File: src/rtl/core/qclt_pkg.sv
// Package for the quoted command line tokenizer.
// Holds shared constants, the result record type and a character helper.
// No dependencies.
package qclt_pkg;

  // Default limits, handed to the top level's parameters
  localparam int unsigned TokenLimitDef       = 128;
  localparam int unsigned TokenLengthLimitDef = 255;

  // Depth of the queue between front and back
  localparam int unsigned QueueDepth = 2;

  // Special characters
  localparam logic [7:0] ChSquote = 8'h27;
  localparam logic [7:0] ChDquote = 8'h22;
  localparam logic [7:0] ChBslash = 8'h5C;
  localparam logic [7:0] ChNul    = 8'h00;
  localparam logic [7:0] ChSpace  = 8'h20;
  localparam logic [7:0] ChTab    = 8'h09;
  localparam logic [7:0] ChCr     = 8'h0D;

  // One result request as carried from front to back
  typedef struct packed {
    logic [7:0] out_byte;
    logic       is_data;
    logic [6:0] token_index;
    logic [7:0] byte_index;
    logic       token_end;
    logic       line_done;
    logic [7:0] token_total;
    logic       truncated;
    logic       tokens_dropped;
  } qclt_rec_t;

  // Space, tab, newline, vertical tab, form feed, carriage return
  function automatic logic is_blank(input logic [7:0] c);
    return (c == ChSpace) || ((c >= ChTab) && (c <= ChCr));
  endfunction

endpackage

File: src/rtl/core/qclt_front.sv
// Front part of the tokenizer: accepts characters, tracks quote, escape
// and token state, and builds result requests. Depends on qclt_pkg.
module qclt_front import qclt_pkg::*; #(
  parameter int unsigned TOKEN_LIMIT        = TokenLimitDef,
  parameter int unsigned TOKEN_LENGTH_LIMIT = TokenLengthLimitDef
) (
  input  logic       clk_i,
  input  logic       rst_ni,
  input  logic       in_valid_i,
  output logic       in_ready_o,
  input  logic [7:0] char_byte_i,
  input  logic       end_of_line_i,
  input  logic       q_full_i,
  output logic       push_o,
  output qclt_rec_t  rec_o
);

  localparam int unsigned CntW = $clog2(TOKEN_LIMIT + 1);
  localparam int unsigned BcW  = $clog2(TOKEN_LENGTH_LIMIT + 1);

  logic            in_token_q, in_token_d;
  logic            squote_q, squote_d;
  logic            dquote_q, dquote_d;
  logic            esc_q, esc_d;
  logic [CntW-1:0] tok_cnt_q, tok_cnt_d;
  logic [BcW-1:0]  bc_q, bc_d;
  logic            trunc_q, trunc_d;
  logic            drop_q, drop_d;

  logic accept;
  logic has_res;

  assign in_ready_o = !q_full_i;
  assign accept     = in_valid_i && in_ready_o;
  assign push_o     = accept && has_res;

  always_comb begin
    logic            dropping;
    logic            do_emit;
    logic [BcW-1:0]  bc_eff;
    logic [CntW-1:0] cnt_inc;
    dropping = tok_cnt_q >= CntW'(TOKEN_LIMIT);
    do_emit  = 1'b0;
    bc_eff   = bc_q;
    cnt_inc  = CntW'(tok_cnt_q + 1'b1);

    in_token_d = in_token_q;
    squote_d   = squote_q;
    dquote_d   = dquote_q;
    esc_d      = esc_q;
    tok_cnt_d  = tok_cnt_q;
    bc_d       = bc_q;
    trunc_d    = trunc_q;
    drop_d     = drop_q;
    has_res    = 1'b0;
    rec_o      = '0;
    rec_o.token_total    = 8'(tok_cnt_q);
    rec_o.truncated      = trunc_q;
    rec_o.tokens_dropped = drop_q;

    if (end_of_line_i || (char_byte_i == ChNul)) begin
      has_res         = 1'b1;
      rec_o.line_done = 1'b1;
      if (in_token_q && !dropping) begin
        rec_o.token_end   = 1'b1;
        rec_o.token_index = 7'(tok_cnt_q);
        rec_o.byte_index  = 8'(bc_q);
        rec_o.token_total = 8'(cnt_inc);
      end
      in_token_d = 1'b0;
      squote_d   = 1'b0;
      dquote_d   = 1'b0;
      esc_d      = 1'b0;
      tok_cnt_d  = '0;
      bc_d       = '0;
      trunc_d    = 1'b0;
      drop_d     = 1'b0;
    end else if (esc_q) begin
      esc_d   = 1'b0;
      do_emit = 1'b1;
    end else if (in_token_q || !is_blank(char_byte_i)) begin
      if (!in_token_q) begin
        in_token_d = 1'b1;
        bc_eff     = '0;
        bc_d       = '0;
        if (dropping) drop_d = 1'b1;
      end
      if ((char_byte_i == ChSquote) && !dquote_q) begin
        squote_d = !squote_q;
      end else if ((char_byte_i == ChDquote) && !squote_q) begin
        dquote_d = !dquote_q;
      end else if (char_byte_i == ChBslash) begin
        esc_d = 1'b1;
      end else if (is_blank(char_byte_i) && !squote_q && !dquote_q) begin
        in_token_d = 1'b0;
        bc_d       = '0;
        if (!dropping) begin
          has_res           = 1'b1;
          rec_o.token_end   = 1'b1;
          rec_o.token_index = 7'(tok_cnt_q);
          rec_o.byte_index  = 8'(bc_eff);
          rec_o.token_total = 8'(cnt_inc);
          tok_cnt_d         = cnt_inc;
        end
      end else begin
        do_emit = 1'b1;
      end
    end

    if (do_emit && !dropping) begin
      if (bc_eff >= BcW'(TOKEN_LENGTH_LIMIT)) begin
        trunc_d = 1'b1;
      end else begin
        has_res           = 1'b1;
        rec_o.out_byte    = char_byte_i;
        rec_o.is_data     = 1'b1;
        rec_o.token_index = 7'(tok_cnt_q);
        rec_o.byte_index  = 8'(bc_eff);
        bc_d              = BcW'(bc_eff + 1'b1);
      end
    end
  end

  always_ff @(posedge clk_i or negedge rst_ni) begin
    if (!rst_ni) begin
      in_token_q <= 1'b0;
      squote_q   <= 1'b0;
      dquote_q   <= 1'b0;
      esc_q      <= 1'b0;
      tok_cnt_q  <= '0;
      bc_q       <= '0;
      trunc_q    <= 1'b0;
      drop_q     <= 1'b0;
    end else if (accept) begin
      in_token_q <= in_token_d;
      squote_q   <= squote_d;
      dquote_q   <= dquote_d;
      esc_q      <= esc_d;
      tok_cnt_q  <= tok_cnt_d;
      bc_q       <= bc_d;
      trunc_q    <= trunc_d;
      drop_q     <= drop_d;
    end
  end

endmodule

File: src/rtl/core/qclt_queue.sv
// Short queue of result requests between front and back.
// Depends on qclt_pkg.
module qclt_queue import qclt_pkg::*; (
  input  logic      clk_i,
  input  logic      rst_ni,
  input  logic      push_i,
  input  qclt_rec_t push_rec_i,
  output logic      full_o,
  input  logic      pop_i,
  output logic      valid_o,
  output qclt_rec_t head_o
);

  localparam int unsigned PtrW = (QueueDepth > 1) ? $clog2(QueueDepth) : 1;
  localparam int unsigned CntW = $clog2(QueueDepth + 1);

  qclt_rec_t       slot_q [QueueDepth];
  logic [PtrW-1:0] wr_ptr_q, wr_ptr_d;
  logic [PtrW-1:0] rd_ptr_q, rd_ptr_d;
  logic [CntW-1:0] cnt_q, cnt_d;
  logic            do_pop;

  assign full_o  = cnt_q == CntW'(QueueDepth);
  assign valid_o = cnt_q != '0;
  assign head_o  = slot_q[rd_ptr_q];
  assign do_pop  = pop_i && valid_o;

  always_comb begin
    wr_ptr_d = wr_ptr_q;
    rd_ptr_d = rd_ptr_q;
    cnt_d    = cnt_q;
    if (push_i) begin
      wr_ptr_d = (wr_ptr_q == PtrW'(QueueDepth - 1)) ? '0 : PtrW'(wr_ptr_q + 1'b1);
    end
    if (do_pop) begin
      rd_ptr_d = (rd_ptr_q == PtrW'(QueueDepth - 1)) ? '0 : PtrW'(rd_ptr_q + 1'b1);
    end
    if (push_i && !do_pop) cnt_d = CntW'(cnt_q + 1'b1);
    else if (!push_i && do_pop) cnt_d = CntW'(cnt_q - 1'b1);
  end

  always_ff @(posedge clk_i or negedge rst_ni) begin
    if (!rst_ni) begin
      wr_ptr_q <= '0;
      rd_ptr_q <= '0;
      cnt_q    <= '0;
    end else begin
      wr_ptr_q <= wr_ptr_d;
      rd_ptr_q <= rd_ptr_d;
      cnt_q    <= cnt_d;
    end
  end

  always_ff @(posedge clk_i) begin
    if (push_i) slot_q[wr_ptr_q] <= push_rec_i;
  end

endmodule

File: src/rtl/core/qclt_back.sv
// Back part of the tokenizer: pulls result requests from the queue into
// the output register and hands them out. Depends on qclt_pkg.
module qclt_back import qclt_pkg::*; (
  input  logic      clk_i,
  input  logic      rst_ni,
  input  logic      q_valid_i,
  input  qclt_rec_t q_head_i,
  output logic      q_pop_o,
  output logic      out_valid_o,
  input  logic      out_ready_i,
  output qclt_rec_t out_rec_o
);

  logic      out_valid_q, out_valid_d;
  qclt_rec_t out_rec_q;
  logic      load;

  // Register is free when empty or being taken this cycle
  assign load        = !out_valid_q || out_ready_i;
  assign q_pop_o     = load && q_valid_i;
  assign out_valid_d = load ? q_valid_i : out_valid_q;

  assign out_valid_o = out_valid_q;
  assign out_rec_o   = out_rec_q;

  always_ff @(posedge clk_i or negedge rst_ni) begin
    if (!rst_ni) begin
      out_valid_q <= 1'b0;
    end else begin
      out_valid_q <= out_valid_d;
    end
  end

  always_ff @(posedge clk_i) begin
    if (q_pop_o) out_rec_q <= q_head_i;
  end

endmodule

File: src/rtl/core/quoted_command_line_tokenizer.sv
// Quoted command line tokenizer, top level: one character request in, at most
// one result request out. Each result passes through the queue and then the
// output register before it is offered. Throughput 1 character per cycle while
// the 2-entry queue behind the front is not full; the front stalls when it is.
// Reset (rst_ni, async, active low) clears all token, quote and flag state
// and empties the queue and output register. Depends on qclt_pkg.
module quoted_command_line_tokenizer import qclt_pkg::*; #(
  parameter int unsigned TOKEN_LIMIT        = TokenLimitDef,
  parameter int unsigned TOKEN_LENGTH_LIMIT = TokenLengthLimitDef
) (
  input  logic       clk_i,
  input  logic       rst_ni,
  // input channel
  input  logic       in_valid_i,
  output logic       in_ready_o,
  input  logic [7:0] char_byte_i,
  input  logic       end_of_line_i,
  // output channel
  output logic       out_valid_o,
  input  logic       out_ready_i,
  output logic [7:0] out_byte_o,
  output logic       is_data_o,
  output logic [6:0] token_index_o,
  output logic [7:0] byte_index_o,
  output logic       token_end_o,
  output logic       line_done_o,
  output logic [7:0] token_total_o,
  output logic       truncated_o,
  output logic       tokens_dropped_o
);

  // Front -> queue
  logic      push;
  qclt_rec_t push_rec;
  logic      q_full;
  // Queue -> back
  logic      q_valid;
  logic      q_pop;
  qclt_rec_t q_head;
  qclt_rec_t out_rec;

  // Front: classifies each character and updates the token state in the
  // cycle it is accepted. Stalls only when the queue is full.
  qclt_front #(
    .TOKEN_LIMIT       (TOKEN_LIMIT),
    .TOKEN_LENGTH_LIMIT(TOKEN_LENGTH_LIMIT)
  ) u_front (
    .clk_i,
    .rst_ni,
    .in_valid_i,
    .in_ready_o,
    .char_byte_i,
    .end_of_line_i,
    .q_full_i (q_full),
    .push_o   (push),
    .rec_o    (push_rec)
  );

  // Queue decouples the front from downstream back-pressure
  qclt_queue u_queue (
    .clk_i,
    .rst_ni,
    .push_i     (push),
    .push_rec_i (push_rec),
    .full_o     (q_full),
    .pop_i      (q_pop),
    .valid_o    (q_valid),
    .head_o     (q_head)
  );

  // Back: output register, refilled in the cycle it is taken
  qclt_back u_back (
    .clk_i,
    .rst_ni,
    .q_valid_i   (q_valid),
    .q_head_i    (q_head),
    .q_pop_o     (q_pop),
    .out_valid_o,
    .out_ready_i,
    .out_rec_o   (out_rec)
  );

  assign out_byte_o       = out_rec.out_byte;
  assign is_data_o        = out_rec.is_data;
  assign token_index_o    = out_rec.token_index;
  assign byte_index_o     = out_rec.byte_index;
  assign token_end_o      = out_rec.token_end;
  assign line_done_o      = out_rec.line_done;
  assign token_total_o    = out_rec.token_total;
  assign truncated_o      = out_rec.truncated;
  assign tokens_dropped_o = out_rec.tokens_dropped;

endmodule

File: config.mk
export PLATFORM = sky130hd
export DESIGN_NAME = quoted_command_line_tokenizer
export DESIGN_NICKNAME = d
export VERILOG_FILES = /design/src/rtl/core/qclt_pkg.sv /design/src/rtl/core/qclt_front.sv /design/src/rtl/core/qclt_queue.sv /design/src/rtl/core/qclt_back.sv /design/src/rtl/core/quoted_command_line_tokenizer.sv
export SDC_FILE = /design/constraint.sdc
export NUM_CORES = 1
export LEC_CHECK = 0
export BUFFER_PORTS_ARGS = -buffer_cell sky130_fd_sc_hd__buf_2
export CELL_PAD_IN_SITES_DETAIL_PLACEMENT = 1
export CELL_PAD_IN_SITES_GLOBAL_PLACEMENT = 1
export CORE_UTILIZATION = 53
export CTS_BUF_LIST = sky130_fd_sc_hd__clkbuf_16
export DETAILED_ROUTE_END_ITERATION = 7
export PLACE_DENSITY_LB_ADDON = 0.1
export SLEW_MARGIN = 10
export SYNTH_ARGS = -nofsm -noshare
export SYNTH_HDL_FRONTEND = slang
export SYNTH_SLANG_ARGS = --single-unit
export TNS_END_PERCENT = 20
File: constraint.sdc
create_clock -name clk_i -period 6.6 [get_ports clk_i]
set_input_delay 0.33 -clock clk_i [delete_from_list [all_inputs] [get_ports clk_i]]
set_output_delay 0.33 -clock clk_i [all_outputs]
set_load 0.1 [all_outputs]
==> impl_metrics.toml <==
[clock_network]
clk_pin_slew_ns = 0.05
cts_buffers = 17
cts_tree = "done"
clock_sinks = 135
cts_hold_buf = 1
cts_max_level = 4
post-cts-setup-buffer-count = 0
insertion_delay_ns = 0.42
cts_root_buffer = "clkbuf_16"
cts_resized = 0
clk_path_buf_depth = 2

[setup_path]
required_ns = 6.71
crit_chain = "buf_2 -> nor3_2 -> or4b_1 -> and3_4 -> nand2_1 -> and2_1 -> ha_1 -> nand3_1 -> nor2_1 -> and3_1 -> a211oi_2 -> o31ai_4 -> inv_2 -> and2_1 -> buf_4"
slowest_delay_ns = 0.52
cp_max_fo = 36
slowest_stage = "or4b_1"
start_kind = "input pin"
path_depth = 15
worstSetupPathType = "input pin to flop"
end_kind = "flop"
critical_path.top_delay_family = "simple AND/OR/NAND/NOR gates"
cp_common_cell = "and2_1"
cp.arrival_ns = 3.84
path_buf_inv = 3
r2r_cells = 12

[synthesis]
netlist_instances = 388
netlist.area_leader.share = 0.568
netlist_area_um2 = 5710
syn_area_per_cell_um2 = 14.7
synthTopCellsByArea = "edfxtp_1 (57%), dfrtp_1 (12%), mux2_2 (7.1%)"
synthArstFlopShare = 0.200
synthFlopType = "edfxtp_1"
ys_ff_latch = 135
seq_area_frac_synth = 0.687
synth-edff-count = 108
syn_nets = 407
yosys_warnings = 0
yosysTopAreaCell = "edfxtp_1"
synth_most_common_cell = "edfxtp_1"
synth_common_cells = "edfxtp_1 (108), mux2_2 (36), dfrtp_1 (27), nand2_1 (23), o21ai_0 (22)"
synth_cell_type_count = 58

[timing]
fin_ws_ns = 2.87
final.min_clock_period_ns = 3.73
fin_setup_tns_ns = 0
worstMarginPinSlew_ns = 0.786
grt_setup_unrepaired = "no"
finClkSkew_ns = 0.0134
finalHoldViolCount = 0
slew_viol_final = 0
slew-limit-headroom = 0.476
setup_viol_count_final = 0
fin_crit_sh = 0.565
timing.hold.ws_ns = 0.185
fmax_ghz = 0.268

[worst_hold_path]
min_path_cells = 3
hp-class = "input pin to flop"

[power]
p_int_mw = 2.05
power.net_switching_mw = 1.57
power_mw = 3.62
pwr_density_cell_nw_per_um2 = 540
seqPwrFrac = 0.370
p_comb_frac = 0.384
p_leak_nw = 2.54
irDropWorstVdd_uv = 308
netSwitchingFraction = 0.434
power.share.clock = 0.246

[layout]
design_area_um2 = 6690
fill_cells = 972
area_delta_synth_final_pct = 17.3
num_antenna_cells = 0
finalNetCount = 472
drive_above_1_share = 0.290

[floorplanning]
num_rows = 37
die_h_um = 106
die-area_um2 = 11200
io_pins = 51
core_um2 = 10400
die_w_um = 106
start_util = 0.550

[placement]
portBuffers = 50
gp_congestion = 0.795
placed_area_um2 = 6130
dp_slack_ns = 2.58
hpwl_mm = 8.08

[route]
drtIter0Drc = 173
wl_met2_mm = 7.04
drc = 0
wire_per_inst_um = 22.3
final_antenna_net_count = 0
m1WireLength_mm = 5.51
top_layer_used = "met4"
met3_length_um = 611
drt_wl_total_mm = 13.4
vias_per_cell = 5.87
drt_first_pass_iters = 4
via_count = 3531

[run_status]
status = "complete, no violations"

[global_route]
grt_max_degree = 37
grt_pass1_wl_mm = 21.2
grt_pass1_vias = 3758
track_usage = 0.262
antenna_found_initial = 0
overflow = 0

[run]
maxCapViolCount = 0
==> logic make-up after synthesis <==
| logic type | count (synthesis) | synth area share |
|---|---|---|
| compound gates | 69 | 0.0901 |
| xor+xnor | 11 | 0.0169 |
| fa+ha+maj | 6 | 0.0132 |
| buf+inv | 20 | 0.0136 |
| flops | 135 | 0.687 |
| mux | 37 | 0.0728 |
| simple gates | 110 | 0.107 |
==> worst register-to-register path, cell delays in order, from the launching register on <==
cell      delay, ns
dfrtp_1        0.44
nor2_1         0.18
and3_4         0.26
nand2_1        0.12
and2_1         0.19
ha_1           0.24
nand3_1        0.13
nor2_1         0.08
and3_1         0.27
a211oi_2       0.44
o31ai_4        0.15
nor2_2         0.27
buf_4          0.47
==> worst paths after layout <==
check / start / endpoint / slack, ns
worst max-delay path: char_byte_i[4] / u_queue.slot_q[1][22] / 2.87
worst min-delay path: out_ready_i / u_back.out_valid_o / 0.19
worst max register to register: u_front.esc_q / u_queue.slot_q[0][32] / 2.95
worst min register to register: u_back.out_valid_o / u_back.out_valid_o / 0.51
max in group asynchronous: rst_ni / u_front.tok_cnt_q[5] / 5.64
min in group asynchronous: rst_ni / u_front.bc_q[0] / 0.50
==> power by group through the flow <==
stage	clock network (mW)	logic (mW)	registers (mW)
CTS	0.902	1.40	1.34
global placement	0	1.36	1.34
finish	0.888	1.39	1.34
global route	0.934	1.44	1.36
detailed placement	0	1.39	1.35
floorplan	0	0.407	2.07
==> per-layer routing <==
layer | track usage | vias to the layer above
li1 | - | 1599
met1 | 0.327 | 1793
met2 | 0.450 | 115
met3 | 0.0526 | 24
met4 | 0.102 | 0
met5 | 0 | -
==> sequential cells by signal, indices dropped and copies added, names as in the netlist, 2 cells and up <==
register           count
u_back.out_rec_o      36
u_front.bc_q           8
u_front.tok_cnt_q      8
u_queue.cnt_q          2
u_queue.slot_q        72
==> layout by cell type (no fill, tap or decap), types with 6 or more instances in the layout <==
cell type    n
a21oi_1     12
nor2_1      18
clkbuf_16   17
and3_1       6
nand3_1      7
nand2_1     23
xnor2_1      8
buf_4        6
a22o_1       6
buf_2       50
ha_1         6
edfxtp_1   108
and2_1      14
o21ai_0     22
mux2_2      36
nor3_1       6
nor2b_1     12
dfrtp_1     27
nand2b_1     7
inv_1       11
==> metrics by stage <==
stage	instances	util
global route	602	0.645
CTS	602	0.645
floorplan	388	-
detailed placement	569	0.591
global placement	569	0.591
finish	602	0.645
==> final cells by class <==
type                    count  area, µm²  share of cell area
clock buffers              17        425              0.0636
clock inverters            15        125              0.0187
inverters                   9       33.8             0.00505
multi-input cells         233       1710               0.256
flip-flops and latches    135       3920               0.586
well taps                 136        170              0.0254
repair buffers             57        305              0.0456
Power figures use the tool's default switching activity.
